===== src/sv/tlc_pkg.sv =====
// Shared types, codes and defaults for the tile light culler.
`default_nettype none

package tlc_pkg;

   // Defaults for the top-level parameters
   localparam int MAX_PER_TILE_DEFAULT     = 1024;
   localparam int INDEX_LIST_DEPTH_DEFAULT = 16384;

   // Largest count the 11-bit kept counter can hold
   localparam int COUNT_LIMIT = 2047;

   // Field widths
   localparam int KIND_W   = 2;
   localparam int COORD_W  = 32;
   localparam int RADIUS_W = 31;
   localparam int LIGHT_W  = 16;
   localparam int OFFSET_W = 20;
   localparam int COUNT_W  = 11;
   localparam int PLANE_W  = 48;
   localparam int NORMAL_W = 16;
   localparam int PROD_W   = NORMAL_W + COORD_W;
   localparam int DIST_W   = PROD_W + 2;

   // Request kinds
   localparam logic [KIND_W-1:0] KIND_LIGHT = 2'd0;
   localparam logic [KIND_W-1:0] KIND_CLOSE = 2'd1;
   localparam logic [KIND_W-1:0] KIND_FRAME = 2'd2;

   // Control register indexes
   localparam int CSR_INDEX_W = 3;
   localparam logic [CSR_INDEX_W-1:0] REG_PLANE_LEFT   = 3'd0;
   localparam logic [CSR_INDEX_W-1:0] REG_PLANE_TOP    = 3'd1;
   localparam logic [CSR_INDEX_W-1:0] REG_PLANE_RIGHT  = 3'd2;
   localparam logic [CSR_INDEX_W-1:0] REG_PLANE_BOTTOM = 3'd3;
   localparam int NUM_PLANES = 4;
   localparam int NUM_AXES   = 3;

   // Queue between front and back
   localparam int QUEUE_DEPTH = 8;
   localparam int QPTR_W      = $clog2(QUEUE_DEPTH);
   localparam int QCOUNT_W    = $clog2(QUEUE_DEPTH + 1);

   // Work handed from front to back
   typedef enum logic [1:0] {
      OP_KEEP,
      OP_CLOSE,
      OP_FRAME
   } tlc_op_type;

   typedef struct packed {
      tlc_op_type         op;
      logic [LIGHT_W-1:0] light_number;
   } tlc_entry_type;

endpackage

`default_nettype wire


===== src/sv/tlc_queue.sv =====
// Short queue of classified work between front and back.
`default_nettype none

module tlc_queue (
   input  wire logic                     clock,
   input  wire logic                     reset,
   input  wire logic                     push,
   input  wire tlc_pkg::tlc_entry_type   push_entry,
   input  wire logic                     pop,
   output logic                          pop_valid,
   output tlc_pkg::tlc_entry_type        pop_entry
);

   tlc_pkg::tlc_entry_type           mem_ff [tlc_pkg::QUEUE_DEPTH];
   logic [tlc_pkg::QPTR_W-1:0]       wr_ptr_ff;
   logic [tlc_pkg::QPTR_W-1:0]       rd_ptr_ff;
   logic [tlc_pkg::QCOUNT_W-1:0]     count_ff;
   logic [tlc_pkg::QCOUNT_W-1:0]     count_in;

   assign pop_valid = count_ff != '0;
   assign pop_entry = mem_ff[rd_ptr_ff];

   // Storage
   always_ff @(posedge clock) begin
      if (push) begin
         mem_ff[wr_ptr_ff] <= push_entry;
      end
   end

   assign count_in = count_ff + tlc_pkg::QCOUNT_W'(push) - tlc_pkg::QCOUNT_W'(pop);

   // Pointers and fill count
   always_ff @(posedge clock) begin
      if (reset) begin
         wr_ptr_ff <= '0;
         rd_ptr_ff <= '0;
         count_ff  <= '0;
      end else begin
         if (push) begin
            wr_ptr_ff <= wr_ptr_ff + 1'b1;
         end
         if (pop) begin
            rd_ptr_ff <= rd_ptr_ff + 1'b1;
         end
         count_ff <= count_in;
      end
   end

   // Credits in the front keep the queue from overrunning
   assert property (@(posedge clock) disable iff (reset)
      push |-> (count_ff < tlc_pkg::QCOUNT_W'(tlc_pkg::QUEUE_DEPTH)) || pop)
      else $error("push into full queue");

   assert property (@(posedge clock) disable iff (reset)
      pop |-> pop_valid)
      else $error("pop from empty queue");

endmodule

`default_nettype wire


===== config.mk =====
export PLATFORM = sky130hd
export DESIGN_NAME = tlc_queue
export DESIGN_NICKNAME = d
export VERILOG_FILES = /design/src/sv/tlc_pkg.sv /design/src/sv/tlc_queue.sv
export SDC_FILE = /design/constraint.sdc
export NUM_CORES = 1
export LEC_CHECK = 0
export BUFFER_PORTS_ARGS = -buffer_cell sky130_fd_sc_hd__buf_2
export CORE_MARGIN = 1.5
export CORE_UTILIZATION = 45
export DETAILED_ROUTE_END_ITERATION = 8
export PLACE_DENSITY = 0.58
export SLEW_MARGIN = 20
export SYNTH_ARGS = -nofsm -noshare
export SYNTH_HDL_FRONTEND = slang
export SYNTH_SLANG_ARGS = --single-unit

===== constraint.sdc =====
create_clock -name clock -period 5.55 [get_ports clock]
set_clock_uncertainty 0.05 [all_clocks]
set_input_delay 0.2775 -clock clock [delete_from_list [all_inputs] [get_ports clock]]
set_output_delay 0.2775 -clock clock [all_outputs]
set_load 0.03 [all_outputs]

==> results.rst, run 1 <==
.. list-table::
   :header-rows: 1

   * - Metric
     - Value
   * - IR drop worst, VDD
     - between 200 and 250 µV
   * - Clk root buf
     - sky130_fd_sc_hd__clkbuf_16
   * - Unrepaired setup endpoints after global routing
     - false
   * - Core Footprint
     - 13300 µm²
   * - Most frequent cells in the layout
     - sky130_fd_sc_hd__edfxtp_1, sky130_fd_sc_hd__buf_2, sky130_fd_sc_hd__mux4_1
   * - Design Power
     - 2.69 mW
   * - Diode insertion count for antenna repair
     - 0
   * - Antenna violations before repair
     - 0
   * - IO Count
     - between 40 and 50
   * - Post-synthesis cell area
     - ~6200 µm²
   * - Final hold violation count
     - 0
   * - DR pass1 iterations
     - 6
   * - Most common cell after layout, fill and taps aside
     - sky130_fd_sc_hd__edfxtp_1
   * - Inst Count DP
     - 491
   * - Wire length of the first global-routing pass
     - 16600 µm
   * - # nets final
     - 364
   * - Clk pin slew, worst setup/hold paths
     - approximately 0.060 ns
   * - CTS Hold Buffers Added
     - 0
   * - Worst setup SP type
     - flop
   * - Worst Hold Margin
     - 0.0710 ns
   * - Pin count of the biggest net entering global routing
     - 37
   * - Number of remaining DRC errors
     - 0
   * - Remaining max-slew budget at the tightest pin
     - 37.4%
   * - Final clock period utilization by the worst path
     - between 50% and 60%
   * - PwrDens
     - 376 nW/µm²
   * - Buffers added on ports
     - 40
   * - Critical path capture point type
     - primary output
   * - Max-cap violations
     - 0
   * - Number of buffers added for setup after CTS
     - 0
   * - Leakage power
     - 2.45 nW
   * - Area taken by multi-input logic gates
     - approximately 1500 µm²
   * - Routability congestion estimate
     - ~0.68
   * - Die width
     - 120 µm
   * - Total grt overflow
     - 0
   * - Synth-to-Final Area Change
     - 16.2%
   * - Average size of a mapped cell
     - 22.3 µm²
   * - Minimum clock period after layout
     - approximately 2.8 ns
   * - Row count
     - 42
   * - Via-to-Cell Ratio
     - 5.36
   * - Post-synthesis register bit count
     - 157
   * - Clk Latency, worst-skew pair
     - between 0.4 and 0.5 ns
   * - Violation count after the first detailed-route iteration
     - 145
   * - Summed negative setup slack over all endpoints
     - 0 ns
   * - Total Wirelength
     - 10900 µm
   * - Vias post-DR
     - 2805
   * - Number of pins with negative max-slew slack in the final report
     - 0
   * - Count of endpoints failing setup in the final report
     - 0
   * - Detail Route Antenna Nets
     - 0
   * - Initial core utilization
     - 46.3%
   * - Family with the most delay on the worst path
     - multiplexers
   * - CP max stage delay
     - 0.62 ns
   * - CP max stage cell
     - sky130_fd_sc_hd__mux4_1
   * - Min-Delay Path Class
     - primary input to flop
   * - Post-DR wirelength/cell
     - just over 20 µm
   * - CP Buf/Inv Count
     - 2
   * - CTS resizes
     - 0
   * - Critical-path cell list
     - buf_4 > mux4_1 > mux2_2 > buf_2
   * - Number of CTS-inserted buffers
     - 17
   * - Number of global-route vias before repair
     - 2906
   * - Cell variety after synth
     - 23
   * - Category of the critical setup timing path
     - flop to primary output
   * - Clock Path Buffers
     - 2
   * - Required time of the critical path
     - 5.22 ns
   * - Final core area utilization
     - 53.8%
   * - Fraction of layout cells with a size suffix above 1
     - between 30% and 40%
   * - Sequential share of the synthesized area
     - between 70 and 80%
   * - Data arrival time of the critical path
     - 2.51 ns
   * - Mapped Cells
     - ~280
   * - Transition at the pin with the smallest max-transition slack
     - between 0.9 and 1 ns
   * - Non-Filler Instances
     - ~520
   * - TritonCTS clock tree
     - done
   * - Status
     - finished, final reports clean
   * - Yosys warning total
     - 0
   * - CTS sink count
     - 157
   * - Die extent in y
     - 120 µm
   * - Syn_nets
     - 306
   * - HPWL after DPL
     - 6350 µm
   * - Maximum fanout along the worst path
     - 28
   * - Filler Cells Inserted
     - 1043
   * - Max Clk Rate
     - 0.353 GHz
   * - Area occupied by registers
     - 4590 µm²
   * - Total global-route track usage
     - 16.3%
   * - H-tree lvl count
     - 4
   * - Full die area
     - around 14000 µm²
==> flip-flops by register name, summed over array words and instances, names as in the netlist, named ones only <==
name and count:
wr_ptr_ff 3, count_ff 4, mem_ff 144, rd_ptr_ff 3
==> final timing paths <==
kind,start,endpoint,slack [ns],cells past startpoint
worst max-delay path,flop,pop_entry[13],2.72,4
worst min-delay path,push_entry[3],mem_ff[3][3],0.07,1
worst max register to register,wr_ptr_ff[2],mem_ff[0][16],3.49,3
worst min register to register,rd_ptr_ff[2],flop,0.48,2
==> metal layers <==
| layer | part of all wire, % | global-route usage, % |
|---|---|---|
| met1 | 46 | 21.8 |
| met2 | 50 | 26.1 |
| met3 | 3.2 | 3.56 |
| met4 | 1.4 | 6.92 |
| met5 | 0 | 0 |
==> kinds of logic (layout without fill, tap and decap cells) <==
kind of cell	Yosys count	after routing	synth area share (%)
flops	157	157	74.5
mux	56	56	19.0
simple gates	29	29	2.05
buf+inv	18	89	1.65
fa+ha+maj	8	8	1.75
xor+xnor	5	5	0.712
compound gates	3	3	0.305
==> final cells by class <==
cell class	count	area share, %
clock inverters	6	0.438
inverters	7	0.368
repair buffers	50	3.85
flip-flops and latches	157	64.2
multi-input cells	101	20.8
well taps	176	3.08
clock buffers	26	7.26
==> power by group <==
group          switching, mW  total, mW  leakage (nW)  internal (mW)
logic                  0.160      0.277         0.750          0.117
clock network          0.416       1.06         0.280          0.639
registers             0.0231       1.36          1.42           1.33
==> cells in the mapped netlist <==
master	count	share of area (%)
sky130_fd_sc_hd__edfxtp_1	144	70
sky130_fd_sc_hd__mux2_2	18	3.3
sky130_fd_sc_hd__nand2_1	4	0.24
sky130_fd_sc_hd__a21oi_1	2	0.16
sky130_fd_sc_hd__clkbuf_2	1	0.081
sky130_fd_sc_hd__xor2_1	3	0.43
sky130_fd_sc_hd__a31o_2	1	0.14
sky130_fd_sc_hd__nand3_1	2	0.16
sky130_fd_sc_hd__inv_1	7	0.43
sky130_fd_sc_hd__nor3_1	2	0.16
sky130_fd_sc_hd__dfxtp_1	13	4.2
sky130_fd_sc_hd__buf_2	2	0.16
sky130_fd_sc_hd__nor2_1	16	0.98
sky130_fd_sc_hd__buf_1	2	0.12
sky130_fd_sc_hd__nand2b_1	4	0.41
sky130_fd_sc_hd__ha_1	7	1.4
sky130_fd_sc_hd__clkbuf_1	2	0.12
sky130_fd_sc_hd__xnor2_1	2	0.28
sky130_fd_sc_hd__nor2b_1	1	0.10
sky130_fd_sc_hd__fa_1	1	0.33
sky130_fd_sc_hd__mux4_1	36	15
sky130_fd_sc_hd__mux2i_1	2	0.33
sky130_fd_sc_hd__buf_6	4	0.73
==> worst reg2reg max path, stage by stage (launching register included) <==
cell and delay [ns]:
sky130_fd_sc_hd__dfxtp_1 0.32, sky130_fd_sc_hd__nand2b_1 0.24, sky130_fd_sc_hd__nor3_2 0.75, sky130_fd_sc_hd__buf_4 0.38
==> per-stage QoR <==
| stage | worst slack [ns] | instance area (µm²) |
|---|---|---|
| after floorplan | 3.32 | 6150 |
| after global placement | 3.12 | 6600 |
| after detailed placement | 3.12 | 6600 |
| after CTS | 2.66 | 7150 |
| after global routing | 2.59 | 7150 |
| final | 2.72 | 7150 |
Power figures use the tool's default switching activity.
==> run 2: changes to the inputs <==
--- a/config.mk
+++ b/config.mk
@@ -5,11 +5,12 @@
 export SDC_FILE = /design/constraint.sdc
 export NUM_CORES = 1
 export LEC_CHECK = 0
+export ABC_AREA = 1
 export BUFFER_PORTS_ARGS = -buffer_cell sky130_fd_sc_hd__buf_2
 export CORE_MARGIN = 1.5
 export CORE_UTILIZATION = 45
 export DETAILED_ROUTE_END_ITERATION = 8
-export PLACE_DENSITY = 0.58
+export PLACE_DENSITY = 0.6
 export SLEW_MARGIN = 20
 export SYNTH_ARGS = -nofsm -noshare
 export SYNTH_HDL_FRONTEND = slang
==> constraint.sdc (replaced) <==
create_clock -name clock -period 2.3 [get_ports clock]
set_clock_uncertainty 0.05 [all_clocks]
set_input_delay 0.115 -clock clock [delete_from_list [all_inputs] [get_ports clock]]
set_output_delay 0.115 -clock clock [all_outputs]
set_load 0.03 [all_outputs]
==> run 2 against run 1 <==
Against the previous run: sequential share of layout area shrank 8.8 points; sequential power grew 140%; non-clock buffer count rose by 26; wire length rose by 32%; sequential cell count is the same; clock-buffer cell count is 9 lower; register-to-register slack lost 2.8 ns; synthesized cell count rose to 2.5 times the previous value.
==> results.rst, run 2 <==
.. list-table::
   :header-rows: 1

   * - Metric
     - Value
   * - Filler Cells Inserted
     - 1276 (+22%)
   * - Average size of a mapped cell
     - 9.87 µm² (-56%)
   * - Transition at the pin with the smallest max-transition slack
     - 0.510 ns (-0.424 ns)
   * - Unrepaired setup endpoints after global routing
     - false
   * - Number of remaining DRC errors
     - 0 (unchanged)
   * - Core Footprint
     - 15100 µm² (+13%)
   * - IR drop worst, VDD
     - 553 µV (+160%)
   * - Number of flip-flops in the largest register
     - 144 (unchanged)
   * - Post-synthesis cell area
     - 6920 µm² (+12%)
   * - Max-cap violations
     - 0 (unchanged)
   * - Min-Delay Path Class
     - primary input to flop
   * - Commonest register cell after synthesis
     - sky130_fd_sc_hd__edfxtp_1
   * - Reg2Reg Launch Point
     - count_ff[0]
   * - Wire length of the first global-routing pass
     - 22900 µm (+38%)
   * - Most frequent cells in the layout
     - sky130_fd_sc_hd__nand2_1, sky130_fd_sc_hd__inv_1, sky130_fd_sc_hd__edfxtp_1
   * - CTS sink count
     - 157 (unchanged)
   * - Max Clk Rate
     - 0.490 GHz
   * - Total global-route track usage
     - 19.3% (+3.0 points)
   * - # nets final
     - 801 (+120%)
   * - Die width
     - 127 µm (+5.9%)
   * - Vias post-DR
     - 4609 (+64%)
   * - Critical path capture point type
     - primary output
   * - Data arrival time of the critical path
     - 1.88 ns (-0.63 ns)
   * - Buffers added on ports
     - 40 (unchanged)
   * - Via-to-Cell Ratio
     - 4.74 (-12%)
   * - Final core area utilization
     - 55.0% (+1.2 points)
   * - Total grt overflow
     - 0 (unchanged)
   * - Minimum clock period after layout
     - 2.04 ns
   * - Antenna violations before repair
     - 0 (unchanged)
   * - Required time of the critical path
     - 2.13 ns (-3.09 ns)
   * - Fraction of layout cells with a size suffix above 1
     - 12.8% (-18 points)
   * - H-tree lvl count
     - 4 (unchanged)
   * - Ranking of synthesized cells by instance count
     - sky130_fd_sc_hd__nand2_1, sky130_fd_sc_hd__inv_1, sky130_fd_sc_hd__edfxtp_1, sky130_fd_sc_hd__nand3_1, sky130_fd_sc_hd__nor2_1
   * - Clk pin slew, worst setup/hold paths
     - 0.06 ns (about the same)
   * - Remaining max-slew budget at the tightest pin
     - 65.9% (+29 points)
   * - Full die area
     - 16100 µm² (+12%)
   * - Mapped Cells
     - 701 (+150%)
   * - Violation count after the first detailed-route iteration
     - 310 (+110%)
   * - Count of endpoints failing setup in the final report
     - 0 (unchanged)
   * - Number of flops mapped to enable cells by yosys
     - 144 (unchanged)
   * - PwrDens
     - 931 nW/µm² (+150%)
   * - Yosys top cell area share
     - 62.5% (-7.8 points)
   * - Area taken by multi-input logic gates
     - 1560 µm² (+4.4%)
   * - Category of the critical setup timing path
     - flop to primary output
   * - Post-synthesis register bit count
     - 157 (unchanged)
   * - Largest cells by area after synthesis
     - sky130_fd_sc_hd__edfxtp_1, sky130_fd_sc_hd__nand2_1, sky130_fd_sc_hd__inv_1, sky130_fd_sc_hd__nand3_1, sky130_fd_sc_hd__dfxtp_1
   * - Leakage power
     - 3.82 nW (+56%)
   * - Async set or reset register ratio after synthesis
     - 0% (unchanged)
   * - Most frequent cell after synthesis
     - sky130_fd_sc_hd__nand2_1
   * - Number of buffers added for setup after CTS
     - 0 (unchanged)
   * - Clk root buf
     - sky130_fd_sc_hd__clkbuf_16
   * - Syn_nets
     - 731 (+140%)
   * - HPWL after DPL
     - 8080 µm (+27%)
   * - Yosys warning total
     - 0 (unchanged)
   * - Area occupied by registers
     - 4590 µm² (about the same)
   * - Post-DR wirelength/cell
     - 14.7 µm (-29%)
   * - Final clock period utilization by the worst path
     - about nine tenths
   * - Clock Path Buffers
     - 2 (unchanged)
   * - Worst min-delay path startpoint
     - reset
   * - CP max stage delay
     - 0.42 ns (-0.20 ns)
   * - CP Buf/Inv Count
     - 2 (unchanged)
   * - Critical Path Most Common Cell
     - sky130_fd_sc_hd__nand2_1
   * - Initial core utilization
     - 45.8% (-0.42 points)
   * - Worst setup SP type
     - flop
   * - Diode insertion count for antenna repair
     - 0 (unchanged)
   * - Pin count of the biggest net entering global routing
     - 73 (+97%)
   * - Number of pins with negative max-slew slack in the final report
     - 0 (unchanged)
   * - Final hold violation count
     - 0 (unchanged)
   * - CP max stage cell
     - sky130_fd_sc_hd__dfxtp_4
   * - Summed negative setup slack over all endpoints
     - 0 ns (unchanged)
   * - Cell variety after synth
     - 19 (-17%)
   * - DR pass1 iterations
     - 4 (-2)
   * - Routability congestion estimate
     - 0.768 (+12%)
   * - Number of CTS-inserted buffers
     - 17 (unchanged)
   * - Total Wirelength
     - 14300 µm (+32%)
   * - Family with the most delay on the worst path
     - buffers and inverters
   * - Clk Latency, worst-skew pair
     - 0.43 ns (about the same)
   * - Number of global-route vias before repair
     - 4533 (+56%)
   * - Synth-to-Final Area Change
     - 19.9%
   * - Most common cell after layout, fill and taps aside
     - sky130_fd_sc_hd__nand2_1
   * - Leading area contributor after synthesis
     - sky130_fd_sc_hd__edfxtp_1
   * - Top flop regs
     - mem_ff x144, count_ff x4
   * - Critical-path cell list
     - inv_6 > nand2_1 > nand3_1 > nand2_1 > nand2_1 > nand2_1 > buf_2
   * - IO Count
     - 41 (unchanged)
   * - Status
     - finished, final reports clean
   * - Row count
     - 45 (+7.1%)
   * - Detail Route Antenna Nets
     - 0 (unchanged)
   * - Final design instance area without fill
     - 8300 µm² (+16%)
   * - Register ranked first by flip-flop count
     - mem_ff
   * - TritonCTS clock tree
     - done
   * - Sequential share of the synthesized area
     - 66.3% (-8.3 points)
   * - Die extent in y
     - 127 µm (+5.9%)
   * - Post-detailed-placement cell area
     - 7320 µm² (+11%)
   * - Maximum fanout along the worst path
     - 72 (+160%)
==> run 2: cell types whose count changed after synthesis, sizes merged, moves of 3 or more <==
cell / before / now
mux4: 36 / 0
nand3: 2 / 75
inv: 7 / 161
mux2: 18 / 0
nand2: 4 / 245
xor2: 3 / 0
a21oi: 2 / 7
nand2b: 4 / 0
buf: 8 / 24
o21ai: 0 / 4
==> run 2: cell families (layout without fill, tap and decap cells) <==
kind of cell | after synthesis | after routing | share of synthesized area [%]
xor+xnor | 1 | 1 | 0.127
simple gates | 337 | 337 | 19.7
compound gates | 11 | 11 | 0.796
buf+inv | 187 | 270 | 11.5
fa+ha+maj | 8 | 8 | 1.56
flops | 157 | 157 | 66.3
==> run 2: final cells by class <==
cell class | instances | share of cell area (%)
clock buffer | 17 | 5.13
timing repair buffer | 76 | 6.46
inverter | 162 | 7.42
tap | 188 | 2.84
sequential | 157 | 55.3
multi-input combinational | 357 | 18.7
clock inverter | 15 | 4.10
==> run 2: metal layers <==
layer,routed length (µm),vias up,GRT usage (%)
met5,0,-,0
met4,185,0,7.75
met3,761,14,4.82
met2,7030,121,32.6
met1,6350,2159,23.8
li1,-,2315,-
==> run 2: power breakdown <==
part           total [mW]  internal (mW)  switching [mW]
sequential           3.25           3.21          0.0416
combinational       0.885          0.285           0.600
clock                3.58           2.47            1.11
==> run 2: timing repair <==
action                                 CTS  global route
resized for setup                        0             1
endpoints found under the hold margin  153             0
hold buffers                            21             0
setup endpoints to repair                0             2
==> run 2: worst reg2reg max path, delay by kind of cell (launching register included) <==
kind	cells	cell delay (ns)
AOI/OAI and AO/OA	2	0.23
adders and majority gates	3	0.79
buffers and inverters	3	0.17
DFF	1	0.31
==> run 2: worst paths after layout <==
| path | to | cells past startpoint | slack [ns] |
|---|---|---|---|
| setup reg to reg | count_ff[2] | 8 | 0.65 |
| hold reg to reg | wr_ptr_ff[0] | 2 | 0.46 |
| setup / recovery | pop_entry[5] | 7 | 0.26 |
| hold / removal | count_ff[1] | 3 | 0.41 |
==> run 2: per-stage QoR <==
step | hold WS, ns | setup slack, ns | power, mW | cells
2_1_floorplan | 0.132 | 0.422 | 3.93 | 701
3_3_place_gp | 0.311 | 0.665 | 4.14 | 919
3_5_place_dp | 0.316 | 0.610 | 4.17 | 919
4_1_cts | 0.386 | 0.133 | 7.78 | 972
5_1_grt | 0.427 | 0.0897 | 8.00 | 972
6_report | 0.406 | 0.257 | 7.72 | 972
