===== src/sv/tlc_pkg.sv =====
// Shared types, codes and defaults for the tile light culler.
`default_nettype none

package tlc_pkg;

   // Defaults for the top-level parameters
   localparam int MAX_PER_TILE_DEFAULT     = 1024;
   localparam int INDEX_LIST_DEPTH_DEFAULT = 16384;

   // Largest count the 11-bit kept counter can hold
   localparam int COUNT_LIMIT = 2047;

   // Field widths
   localparam int KIND_W   = 2;
   localparam int COORD_W  = 32;
   localparam int RADIUS_W = 31;
   localparam int LIGHT_W  = 16;
   localparam int OFFSET_W = 20;
   localparam int COUNT_W  = 11;
   localparam int PLANE_W  = 48;
   localparam int NORMAL_W = 16;
   localparam int PROD_W   = NORMAL_W + COORD_W;
   localparam int DIST_W   = PROD_W + 2;

   // Request kinds
   localparam logic [KIND_W-1:0] KIND_LIGHT = 2'd0;
   localparam logic [KIND_W-1:0] KIND_CLOSE = 2'd1;
   localparam logic [KIND_W-1:0] KIND_FRAME = 2'd2;

   // Control register indexes
   localparam int CSR_INDEX_W = 3;
   localparam logic [CSR_INDEX_W-1:0] REG_PLANE_LEFT   = 3'd0;
   localparam logic [CSR_INDEX_W-1:0] REG_PLANE_TOP    = 3'd1;
   localparam logic [CSR_INDEX_W-1:0] REG_PLANE_RIGHT  = 3'd2;
   localparam logic [CSR_INDEX_W-1:0] REG_PLANE_BOTTOM = 3'd3;
   localparam int NUM_PLANES = 4;
   localparam int NUM_AXES   = 3;

   // Queue between front and back
   localparam int QUEUE_DEPTH = 8;
   localparam int QPTR_W      = $clog2(QUEUE_DEPTH);
   localparam int QCOUNT_W    = $clog2(QUEUE_DEPTH + 1);

   // Work handed from front to back
   typedef enum logic [1:0] {
      OP_KEEP,
      OP_CLOSE,
      OP_FRAME
   } tlc_op_type;

   typedef struct packed {
      tlc_op_type         op;
      logic [LIGHT_W-1:0] light_number;
   } tlc_entry_type;

endpackage

`default_nettype wire


===== src/sv/tlc_back.sv =====
// Back end: per-tile count, running offset and the result register.
`default_nettype none

module tlc_back #(
   parameter int MAX_PER_TILE     = tlc_pkg::MAX_PER_TILE_DEFAULT,
   parameter int INDEX_LIST_DEPTH = tlc_pkg::INDEX_LIST_DEPTH_DEFAULT
) (
   input  wire logic                             clock,
   input  wire logic                             reset,
   input  wire logic                             q_valid,
   input  wire tlc_pkg::tlc_entry_type           q_entry,
   output logic                                  pop,
   output logic                                  rsp_valid,
   input  wire logic                             rsp_ready,
   output logic                                  rsp_is_summary,
   output logic [tlc_pkg::LIGHT_W-1:0]           rsp_passed_light,
   output logic [tlc_pkg::OFFSET_W-1:0]          rsp_slot_or_offset,
   output logic [tlc_pkg::COUNT_W-1:0]           rsp_tile_total,
   output logic                                  rsp_list_overflow
);

   localparam logic [tlc_pkg::COUNT_W-1:0] TILE_CAP =
      tlc_pkg::COUNT_W'((MAX_PER_TILE > tlc_pkg::COUNT_LIMIT) ?
                        tlc_pkg::COUNT_LIMIT : MAX_PER_TILE);
   localparam logic [tlc_pkg::OFFSET_W:0] DEPTH_LIMIT =
      (tlc_pkg::OFFSET_W + 1)'(INDEX_LIST_DEPTH);

   logic [tlc_pkg::COUNT_W-1:0]   kept_ff, kept_in;
   logic [tlc_pkg::OFFSET_W-1:0]  offset_ff, offset_in;
   logic                          valid_ff, valid_in;
   logic                          summary_ff, summary_in;
   logic [tlc_pkg::LIGHT_W-1:0]   light_ff, light_in;
   logic [tlc_pkg::OFFSET_W-1:0]  slot_ff, slot_in;
   logic [tlc_pkg::COUNT_W-1:0]   total_ff, total_in;
   logic                          overflow_ff, overflow_in;
   logic [tlc_pkg::OFFSET_W:0]    tile_end;

   // Take the next item whenever the result register is free or draining
   assign pop      = q_valid && (!valid_ff || rsp_ready);
   assign tile_end = {1'b0, offset_ff} + (tlc_pkg::OFFSET_W + 1)'(kept_ff);

   always_comb begin
      kept_in     = kept_ff;
      offset_in   = offset_ff;
      valid_in    = valid_ff && !rsp_ready;
      summary_in  = summary_ff;
      light_in    = light_ff;
      slot_in     = slot_ff;
      total_in    = total_ff;
      overflow_in = overflow_ff;
      if (pop) begin
         case (q_entry.op)
            tlc_pkg::OP_KEEP: begin
               if (kept_ff < TILE_CAP) begin
                  valid_in    = 1'b1;
                  summary_in  = 1'b0;
                  light_in    = q_entry.light_number;
                  slot_in     = offset_ff + tlc_pkg::OFFSET_W'(kept_ff);
                  total_in    = '0;
                  overflow_in = 1'b0;
                  kept_in     = kept_ff + 1'b1;
               end
            end
            tlc_pkg::OP_CLOSE: begin
               valid_in    = 1'b1;
               summary_in  = 1'b1;
               light_in    = '0;
               slot_in     = offset_ff;
               total_in    = kept_ff;
               overflow_in = tile_end > DEPTH_LIMIT;
               offset_in   = tile_end[tlc_pkg::OFFSET_W-1:0];
               kept_in     = '0;
            end
            tlc_pkg::OP_FRAME: begin
               offset_in = '0;
               kept_in   = '0;
            end
            default: begin
               kept_in = kept_ff;
            end
         endcase
      end
   end

   // Tile state and result register
   always_ff @(posedge clock) begin
      if (reset) begin
         kept_ff   <= '0;
         offset_ff <= '0;
         valid_ff  <= 1'b0;
      end else begin
         kept_ff   <= kept_in;
         offset_ff <= offset_in;
         valid_ff  <= valid_in;
      end
      summary_ff  <= summary_in;
      light_ff    <= light_in;
      slot_ff     <= slot_in;
      total_ff    <= total_in;
      overflow_ff <= overflow_in;
   end

   assign rsp_valid          = valid_ff;
   assign rsp_is_summary     = summary_ff;
   assign rsp_passed_light   = light_ff;
   assign rsp_slot_or_offset = slot_ff;
   assign rsp_tile_total     = total_ff;
   assign rsp_list_overflow  = overflow_ff;

   // Count never passes the cap
   assert property (@(posedge clock) disable iff (reset)
      kept_ff <= TILE_CAP)
      else $error("kept count above tile cap");

   // Closing a tile restarts the count
   assert property (@(posedge clock) disable iff (reset)
      (pop && q_entry.op == tlc_pkg::OP_CLOSE) |=> kept_ff == '0)
      else $error("kept count not cleared after tile close");

endmodule

`default_nettype wire


===== config.mk =====
export PLATFORM = sky130hd
export DESIGN_NAME = tlc_back
export DESIGN_NICKNAME = d
export VERILOG_FILES = /design/src/sv/tlc_pkg.sv /design/src/sv/tlc_back.sv
export SDC_FILE = /design/constraint.sdc
export NUM_CORES = 1
export LEC_CHECK = 0
export BUFFER_PORTS_ARGS = -buffer_cell sky130_fd_sc_hd__buf_2
export CAP_MARGIN = 20
export CORE_UTILIZATION = 38
export DETAILED_ROUTE_END_ITERATION = 8
export PLACE_DENSITY = 0.59
export RECOVER_POWER = 50
export SLEW_MARGIN = 0
export SYNTH_ARGS = -nofsm -noshare
export SYNTH_HDL_FRONTEND = slang
export SYNTH_SLANG_ARGS = --single-unit

===== constraint.sdc =====
create_clock -name clock -period 4.25 [get_ports clock]
set_input_delay 0.2125 -clock clock [delete_from_list [all_inputs] [get_ports clock]]
set_output_delay 0.2125 -clock clock [all_outputs]
set_load 0.01 [all_outputs]

==> results of run 1 <==
==> sequential cells by signal (all words and copies together) (netlist names) <==
register / cells
offset_ff: 20
rsp_slot_or_offset: 20
rsp_passed_light: 16
kept_ff: 11
rsp_tile_total: 11
rsp_is_summary: 1
rsp_list_overflow: 1
rsp_valid: 1
==> cells by family (layout without fill, tap and decap cells) <==
group / count (synthesis) / count (layout)
AND/OR/NAND/NOR: 145 / 145
flip-flops: 81 / 81
AO/OA/AOI/OAI: 76 / 76
XOR/XNOR: 31 / 31
buffers and inverters: 22 / 96
adder cells (fa/ha/maj): 16 / 16
multiplexers: 10 / 10
==> power breakdown <==
group / internal, µW / switching [µW] / total, µW / leakage (µW)
logic: 33.9 / 72.9 / 107 / 0.000911
registers: 855 / 7.30 / 863 / 0.000714
clock network: 226 / 276 / 502 / 0.0000813
==> metrics by stage <==
stage | hold WS (ns) | setup WS (ns) | power [µW] | area [µm²]
CTS | 0.103 | 1.16 | 1490 | 4760
floorplan | 0.282 | 0.749 | 949 | 4130
detailed placement | 0.475 | 1.19 | 995 | 4590
finish | 0.121 | 1.15 | 1470 | 4690
global route | 0.126 | 0.935 | 1530 | 4690
global placement | 0.479 | 1.30 | 993 | 4590
==> worst min path at each step <==
stage                     from             endpoint  slack (ns)
floorplan                reset        offset_ff[11]        0.28
global placement       q_valid            rsp_valid        0.48
detailed placement     q_valid            rsp_valid        0.47
CTS                    q_valid            rsp_valid        0.10
global route        q_entry[1]  rsp_passed_light[1]        0.13
finish                 q_valid            rsp_valid        0.12
==> cell usage after synthesis (4+ instances only) <==
cell | n | area [µm²]
nand3_1 | 7 | 35.0
and2_1 | 13 | 81.3
nand2_1 | 19 | 71.3
nor2b_1 | 16 | 100
clkbuf_1 | 11 | 41.3
nor3_1 | 5 | 25.0
nand4_1 | 4 | 25.0
inv_1 | 6 | 22.5
o21ai_0 | 15 | 75.1
xnor2_1 | 13 | 114
nor2_1 | 48 | 180
nand2b_1 | 8 | 50.1
a21oi_1 | 28 | 140
a22oi_1 | 5 | 37.5
dfxtp_1 | 32 | 641
xor2_1 | 18 | 158
edfxtp_1 | 49 | 1470
mux2_2 | 8 | 90.1
and3_1 | 4 | 25.0
ha_1 | 15 | 188
or3_1 | 6 | 37.5
==> final cells by class <==
class                           count  area [µm²]  area share, %
Tap cell                          136         170           3.63
Timing Repair Buffer               74         307           6.53
Sequential cell                    81        2110           45.0
Multi-Input combinational cell    278        1910           40.7
Clock buffer                       11         141           3.01
Clock inverter                      5        32.5          0.693
Inverter                            6        22.5          0.480
==> worst register-to-register path, delay by kind of cell, from the launching register on <==
family                   cells  cell delay [ns]
flip-flops                   1             0.39
adder cells (fa/ha/maj)      2             0.76
AO/OA/AOI/OAI                6             1.34
AND/OR/NAND/NOR              2             0.37
==> routing by layer <==
layer | vias up | part of all wire [%] | track usage, %
met5 | - | 0 | 0
met3 | 10 | 2.9 | 2.82
li1 | 1491 | - | -
met1 | 1409 | 50 | 20.7
met2 | 49 | 46 | 24.9
met4 | 0 | 1.4 | 6.25
==> reports/summary.txt, run 1 <==
Critical path depth - 10
Startpoint Class - flip-flop
Cell Count, Final, Fillers Out - 591
Worst setup path class - reg2reg
Post-synthesis mux area share - 2.79%
Total clock sinks - 81
Post-route clock skew - 0.0172 ns
Adder-cell area share of the yosys netlist - 5.03%
Yosys warnings - 0
Worst Path Arrival - 3.20 ns
Min Tclk post-route - 3.10 ns
Dpl hpwl - 5.89 mm
ANT nets after route - 0
Die area - 11300 µm²
Synth Area in XOR/XNOR - 6.58%
DP Cell Count - 575
Post-CTS setup buffer count - 0
Worst-skew pair later-pin latency - 0.36 ns
Complex-gate fraction of the synthesized area - 13.5%
Mean Syn Cell Area - 10.8 µm²
P_leak - 0.00171 µW
Post-synth EDFFs - 49
IO Count - 73
Largest family of logic cells by synthesized area - simple AND/OR/NAND/NOR gates
Synthesis-to-finish area growth - 13.8%
Crit path max-delay family - compound AO/OA/AOI/OAI gates
CTS max path bufs - 2
CTS tree - built
Cts bufs inserted - 9
RR Endpoint - rsp_list_overflow
Final nets - 488
Maximum fanout along the worst path - 6
Vias in the first global route - 2864
Hold crit path type - in2reg
R2R cell count - 10
Die W - 106 µm
Critical Path Start - kept_ff[0]
Fillers - 1031
Synth Cell Area - 4130 µm²
Final WL - 8.43 mm
Initial antenna violation count - 0
Slew of the pin with the lowest slew margin - 2.34 ns
Final hold violations - 0
Root buffer cell - clkbuf_8
Cell Pwr Density - 313 nW/µm²
Post-Synth Simple-Gate Area - 18.1%
CP cell instances - ha_1, fa_1, a211oi_2, nor3_1, o32ai_4, o21ai_1, o22a_1, nor4_2, a21boi_1, o31a_1
Critical Path Max Stage Delay - 0.46 ns
Yosys cell types - 58
Row count - 37
FFs w/ async S/R, synth - 0%
F_max - 0.323 GHz
Routability-driven placement congestion ratio - 0.868
Slowest cell on crit path - fa_1
Drt first pass iters - 4
Launch point of the worst reg-to-reg path - kept_ff[0]
Run status - finished with violations
Commonest cells after routing, fill and taps aside - 54 x clkbuf_1, 49 x edfxtp_1, 48 x nor2_1
Maxcap violations - 1
CTS clock-pin slew for the worst setup and hold paths - 0.08 ns
Failing checks - capacitance limit, slew limit
Starting Density - 39.6%
CTS Hold Bufs - 0
Layout cells sized above 1 - 13.6%
Die height - 106 µm
Syn_nets - 419
Starting DRT DRC Count - 104
Reg2Reg Setup Slack - 1.15 ns
Core Util, Final - 45.1%
Aggregate global routing overflow - 0
Vias/cell - 5.01
WP buf/inv - 0
Post-Synthesis Cells - 381
Routed length per instance - 14.3 µm
N_diodes - 0
Post-CTS sizing - 0
Vias - 2959
Relative slew slack - -56.2%
Hold Path Depth - 3
GRT Overall Usage - 15.5%
Port Buffers - 72
Critical path destination - rsp_list_overflow
Unrepaired setup endpoints after global routing - false
Largest net degree at the start of global routing - 55
Max VDD drop - 0.184 mV
Crit end category - flip-flop
CORE AREA - 10400 µm²
Most common cell after layout, fill and taps aside - clkbuf_1
H-tree level count - 3
Sum Neg Setup Slack - 0 ns
Crit share post-route - 72.9%
Crit path required time - 4.35 ns
Flops & latches, synth - 81
First-pass GRT wire length - 13.8 mm
Final setup violation count - 0
Sequential area share after synthesis - 51.2%
Fin. max-slew vios - 55
Top_reg_cell synth - edfxtp_1
DRC Markers - 0
No activity file was read; power rests on OpenSTA's default activity.
==> inputs of run 2 (changes only) <==
--- a/config.mk
+++ b/config.mk
@@ -9,7 +9,7 @@
 export CAP_MARGIN = 20
 export CORE_UTILIZATION = 38
 export DETAILED_ROUTE_END_ITERATION = 8
-export PLACE_DENSITY = 0.59
+export PLACE_DENSITY = 0.61
 export RECOVER_POWER = 50
 export SLEW_MARGIN = 0
 export SYNTH_ARGS = -nofsm -noshare
==> constraint.sdc (replaced) <==
create_clock -name clock -period 2.82 [get_ports clock]
set_input_delay 0.141 -clock clock [delete_from_list [all_inputs] [get_ports clock]]
set_output_delay 0.141 -clock clock [all_outputs]
set_load 0.01 [all_outputs]
==> run 2 against run 1 <==
Effect of this change:
- the run ends with setup timing left
- first-iteration DRC count grew 46%
- total power grew 57%
- clock skew shrank 0.0048 ns
- clock power grew 68%
- combinational power grew 61%
- global-route usage grew 0.73 points
- fmax grew 8.3%
- final cell count grew 3.2%
- sequential share of layout area shrank 2.2 points
- critical endpoint unchanged
- largest cell class unchanged
==> reports/summary.txt, run 2 (synthesis results as in run 1) <==
Final WL - 8.76 mm (+3.9%)
P_leak - 0.00183 µW (+7.1%)
Fillers - 1017 (-1.4%)
Starting DRT DRC Count - 152 (+46%)
Vias - 3041 (+2.8%)
Layout cells sized above 1 - 19.2% (+5.6 points)
IO Count - 73 (unchanged)
Area of the multi-input gates - 1980 µm² (+3.9%)
F_max - 0.350 GHz (+8.3%)
Worst setup margin - -0.0398 ns (-1.19 ns)
Post-route clock skew - 0.0124 ns (-0.00478 ns)
Unrepaired setup endpoints after global routing - true
Area post-placement - 4720 µm² (+2.8%)
Vias/cell - 4.99 (-0.43%)
Crit end category - flip-flop
First-pass GRT wire length - 14.2 mm (+3.4%)
H-tree level count - 3 (unchanged)
Drt first pass iters - 5 (+1)
Die area - 11300 µm² (unchanged)
Die W - 106 µm (unchanged)
Total power - 2320 µW (+57%)
Vias in the first global route - 2911 (+1.6%)
Port Buffers - 72 (unchanged)
Hold Path Depth - 3 (unchanged)
Post-Layout Inst Area - 4940 µm² (+5.2%)
Worst-skew pair later-pin latency - 0.35 ns (about the same)
Min Tclk post-route - 2.86 ns (-0.239 ns)
Failing checks - setup timing
Fin. max-slew vios - 0 (-100%)
Run status - finished with violations
Worst setup path class - reg2reg
Largest net degree at the start of global routing - 32 (-42%)
Hold crit path type - in2reg
Row count - 37 (unchanged)
Synthesis-to-finish area growth - 19.7%
Root buffer cell - clkbuf_8
ANT nets after route - 0 (unchanged)
CTS tree - built
FF/Latch Area - 2110 µm² (+0.12%)
DRC Markers - 0 (unchanged)
Dpl hpwl - 6.26 mm (+6.3%)
Slew of the pin with the lowest slew margin - 0.909 ns (-1.43 ns)
R2R cell count - 11 (+1)
CTS max path bufs - 2 (unchanged)
Final hold violations - 0 (unchanged)
Die height - 106 µm (unchanged)
Maxcap violations - 0 (-1)
Routability-driven placement congestion ratio - 0.845 (-2.7%)
Startpoint Class - flip-flop
Aggregate global routing overflow - 0 (unchanged)
Routed length per instance - 14.4 µm (+0.66%)
GRT Overall Usage - 16.3% (+0.73 points)
Final hold slack - 0.0586 ns (-0.0622 ns)
Commonest cells after routing, fill and taps aside - 52 x clkbuf_1, 49 x edfxtp_1, 48 x nor2_1
Maximum fanout along the worst path - 7 (+1)
Crit share post-route - 101% (+29 points)
Worst Path Arrival - 2.97 ns (-0.23 ns)
Max VDD drop - 0.205 mV (+11%)
CTS clock-pin slew for the worst setup and hold paths - 0.08 ns (about the same)
N_diodes - 0 (unchanged)
Final nets - 507 (+3.9%)
CORE AREA - 10400 µm² (unchanged)
Initial antenna violation count - 0 (unchanged)
Cell Pwr Density - 469 nW/µm² (+50%)
Starting Density - 39.6% (unchanged)
Crit path required time - 2.93 ns (-1.42 ns)
Most common cell after layout, fill and taps aside - clkbuf_1
Final setup violation count - 1 (+1)
Relative slew slack - 39.4% (+96 points)
Cts bufs inserted - 9 (unchanged)
Total clock sinks - 81 (unchanged)
==> run 2: cell types whose count changed in the layout (fill, tap and decap cells not counted), sizes merged <==
cell	before	now
clkbuf	64	62
clkinv	2	5
bufinv	0	1
clkinvlp	3	1
buf	21	40
==> run 2: critical path: stages, from the launching register on <==
cell,delay (ns)
dfxtp_2,0.34
ha_4,0.16
fa_2,0.47
a211oi_4,0.29
nor3_2,0.10
o32ai_4,0.29
buf_4,0.17
o21bai_4,0.09
and2_2,0.22
nor3_1,0.14
a31oi_1,0.06
o31a_1,0.28
==> run 2: final timing paths <==
check,startpoint,endpoint,slack [ns]
hold / removal,q_valid,rsp_valid,0.06
hold reg to reg,rsp_valid,rsp_valid,0.53
setup reg to reg,kept_ff[0],rsp_list_overflow,-0.04
setup / recovery,kept_ff[0],rsp_list_overflow,-0.04
==> run 2: cell type report <==
class	instances	area share, %
Multi-Input combinational cell	278	40.2
Sequential cell	81	42.8
Tap cell	136	3.45
Timing Repair Buffer	93	9.13
Clock buffer	9	2.51
Clock inverter	7	1.44
Inverter	6	0.456
==> run 2: stage by stage <==
stage | TNS [ns] | instances | utilization (%) | setup slack [ns]
2_1_floorplan | 0 | 381 | - | 0.0245
3_3_place_gp | 0 | 592 | 45.3 | 0.00134
3_5_place_dp | -0.0440 | 592 | 45.3 | -0.0440
4_1_cts | 0 | 608 | 47.2 | 0.00389
5_1_grt | -0.140 | 610 | 47.4 | -0.140
6_report | -0.0398 | 610 | 47.4 | -0.0398
==> run 2: timing repair <==
action | in CTS | in global routing
gates cloned | 0 | 0
setup buffers | 0 | 2
pin swaps | 0 | 10
setup endpoints to repair | 1 | 1
hold buffers | 0 | 0
gates resized for setup | 1 | 14
==> run 2: metal layers <==
metal / share of wire [%] / track usage (%) / up-vias
met5: 0 / 0 / -
met4: 1.4 / 6.05 / 0
met3: 4.3 / 3.62 / 9
met2: 48 / 25.8 / 69
met1: 46 / 21.6 / 1429
li1: - / - / 1534
==> run 2: power by group <==
group	internal, µW	leakage (µW)	switching (µW)
Clock	408	0.0000945	437
Sequential	1290	0.000715	9.64
Combinational	59.1	0.00102	113
Total	1760	0.00183	560
==> inputs of run 3 (changes only) <==
--- a/config.mk
+++ b/config.mk
@@ -7,10 +7,11 @@
 export LEC_CHECK = 0
 export BUFFER_PORTS_ARGS = -buffer_cell sky130_fd_sc_hd__buf_2
 export CAP_MARGIN = 20
-export CORE_UTILIZATION = 38
+export CORE_UTILIZATION = 45
 export DETAILED_ROUTE_END_ITERATION = 8
-export PLACE_DENSITY = 0.61
+export PLACE_DENSITY = 0.7
 export RECOVER_POWER = 50
+export REMOVE_ABC_BUFFERS = 1
 export SLEW_MARGIN = 0
 export SYNTH_ARGS = -nofsm -noshare
 export SYNTH_HDL_FRONTEND = slang
==> run 3 against run 2 <==
Effect of this change:
- the run ends with DRC, setup timing left
- cell area shrank 2.3%
- sequential share of layout area is 0.97 points higher
- register-to-register slack gained 0.03 ns
- fmax rose by 1.1%
- global-route usage up 1.4 points
- critical endpoint unchanged
- largest power group unchanged
- highest routed layer unchanged
==> reports/summary.txt, run 3 (synthesis results as in run 1) <==
Row count - 34 (-8.1%)
Crit path required time - 2.92 ns (about the same)
First-pass GRT wire length - 13.5 mm (-5.5%)
Startpoint Class - flip-flop
Crit path max-delay family - compound AO/OA/AOI/OAI gates
Worst setup margin - -0.00913 ns (+0.0307 ns)
Port Buffers - 72 (unchanged)
Worst setup path class - reg2reg
Max VDD drop - 0.253 mV (+24%)
Pint - 1840 µW (+4.5%)
Slowest cell on crit path - fa_2
CTS clock-pin slew for the worst setup and hold paths - 0.08 ns (about the same)
Met3 usage - 4.44% (+0.82 points)
Commonest cells after routing, fill and taps aside - 53 x clkbuf_1, 49 x edfxtp_1, 48 x nor2_1
Dpl hpwl - 5.55 mm (-11%)
CTS tree - built
Root buffer cell - clkbuf_8
Final WL - 8.08 mm (-7.8%)
Die area - 9550 µm² (-15%)
Sequential share of power - 54.9% (-1.2 points)
Critical Path Max Stage Delay - 0.38 ns (-0.09 ns)
F_max - 0.353 GHz (+1.1%)
N_diodes - 0 (unchanged)
IO Count - 73 (unchanged)
Crit end category - flip-flop
Initial antenna violation count - 0 (unchanged)
Final nets - 500 (-1.4%)
Final hold violations - 0 (unchanged)
H-tree level count - 3 (unchanged)
Synthesis-to-finish area growth - 16.9%
Fin. max-slew vios - 0 (unchanged)
Layout cells sized above 1 - 16.7% (-2.5 points)
P_leak - 0.00180 µW (-1.6%)
Most common cell after layout, fill and taps aside - clkbuf_1
CORE AREA - 8810 µm² (-15%)
Routed length per instance - 14.0 µm (-2.1%)
Run status - finished with violations
Vias/cell - 5.26 (+5.5%)
Slew of the pin with the lowest slew margin - 0.613 ns (-0.297 ns)
Failing checks - DRC, setup timing
Worst-skew pair later-pin latency - 0.35 ns (about the same)
Die W - 97.7 µm (-8.0%)
Aggregate global routing overflow - 0 (unchanged)
Fillers - 808 (-21%)
Die height - 97.7 µm (-8.0%)
Maxcap violations - 0 (unchanged)
WP buf/inv - 0 (-1)
Cell Pwr Density - 490 nW/µm² (+4.5%)
Switching Share - 22.3% (-1.9 points)
GR peak layer - met2
Clock power share - 38.0% (+1.5 points)
Area post-placement - 4650 µm² (-1.4%)
Post-route clock skew - 0.0116 ns (-0.000768 ns)
Final setup violation count - 1 (unchanged)
Hold crit path type - in2reg
ANT nets after route - 0 (unchanged)
Unrepaired setup endpoints after global routing - true
Vias in the first global route - 2863 (-1.6%)
CTS max path bufs - 2 (unchanged)
Min Tclk post-route - 2.83 ns (-0.0307 ns)
DRC Markers - 20 (+20)
Reg2Reg Setup Slack - -0.009 ns (+0.03 ns)
Routability-driven placement congestion ratio - 0.892 (+5.6%)
Worst Path Arrival - 2.93 ns (-0.04 ns)
Vias - 3024 (-0.56%)
Starting DRT DRC Count - 106 (-30%)
GRT Overall Usage - 17.7% (+1.4 points)
Largest net degree at the start of global routing - 55 (+72%)
Comb power frac - 7.1% (-0.3 points)
Drt first pass iters - 7 (+2)
Final hold slack - 0.0499 ns (-0.00866 ns)
GR Util met1 - 23.4% (+1.7 points)
GRT met2 Usage - 28.4% (+2.6 points)
Total clock sinks - 81 (unchanged)
Post-Layout Inst Area - 4820 µm² (-2.3%)
CP cell instances - ha_1, fa_2, a211oi_4, nor3_2, o32ai_4, o21ai_1, o22a_1, nor4_2, a21boi_1, o31a_1
Cts bufs inserted - 9 (unchanged)
NetSw - 527 µW (-5.9%)
Maximum fanout along the worst path - 3 (-4)
Relative slew slack - 59.0% (+20 points)
Crit share post-route - 100% (-1.1 points)
Starting Density - 46.8% (+7.2 points)
-- run 3: area by class of cell --
cell class	instances	area, µm²	share of cell area, %
clock buffers	9	124	2.57
clock inverters	7	85.1	1.76
inverters	6	22.5	0.467
multi-input cells	278	1930	40.1
flip-flops and latches	81	2110	43.8
well taps	108	135	2.80
repair buffers	86	409	8.49
-- run 3: worst paths after layout --
| kind | from | end | cells past startpoint |
|---|---|---|---|
| worst min-delay path | q_valid | rsp_valid | 3 |
| worst max register to register | offset_ff[0] | rsp_list_overflow | 10 |
| worst min register to register | rsp_valid | rsp_valid | 2 |
| worst max-delay path | offset_ff[0] | rsp_list_overflow | 10 |
-- run 3: power by group through the flow --
stage	combinational [µW]	clock, µW	sequential [µW]
2_1_floorplan	72.1	0	1350
3_3_place_gp	174	0	1320
3_5_place_dp	177	0	1320
4_1_cts	178	929	1300
5_1_grt	185	971	1300
6_report	167	899	1300
-- run 3: per-layer routing --
layer | vias up | wire (µm)
met2 | 83 | 3760
li1 | 1520 | -
met3 | 4 | 478
met5 | - | 0
met4 | 0 | 55
met1 | 1417 | 3780
-- run 3: stage by stage --
step / setup slack [ns] / TNS [ns] / total power [µW] / instances / utilization, %
finish: -0.00913 / -0.00913 / 2360 / 575 / 54.7
global route: -0.173 / -0.173 / 2460 / 575 / 54.7
CTS: -0.0441 / -0.0441 / 2400 / 575 / 55.4
detailed placement: -0.0964 / -0.0964 / 1500 / 558 / 52.8
global placement: 0.0311 / 0 / 1500 / 558 / 52.8
floorplan: -1.38 / -67.74 / 1420 / 365 / -
-- run 3: repair_timing --
action	in CTS	in global routing
hold endpoints to repair	0	0
hold buffers	0	0
setup endpoints to repair	1	1
buffers inserted	1	0
resized for setup	3	4
pin swaps	2	0
-- run 3: worst reg2reg max path: cells and delay by family (launching register included) --
family,cells,cell delay (ns)
AO/OA/AOI/OAI,6,1.33
AND/OR/NAND/NOR,2,0.34
flip-flops,1,0.33
adder cells (fa/ha/maj),2,0.59
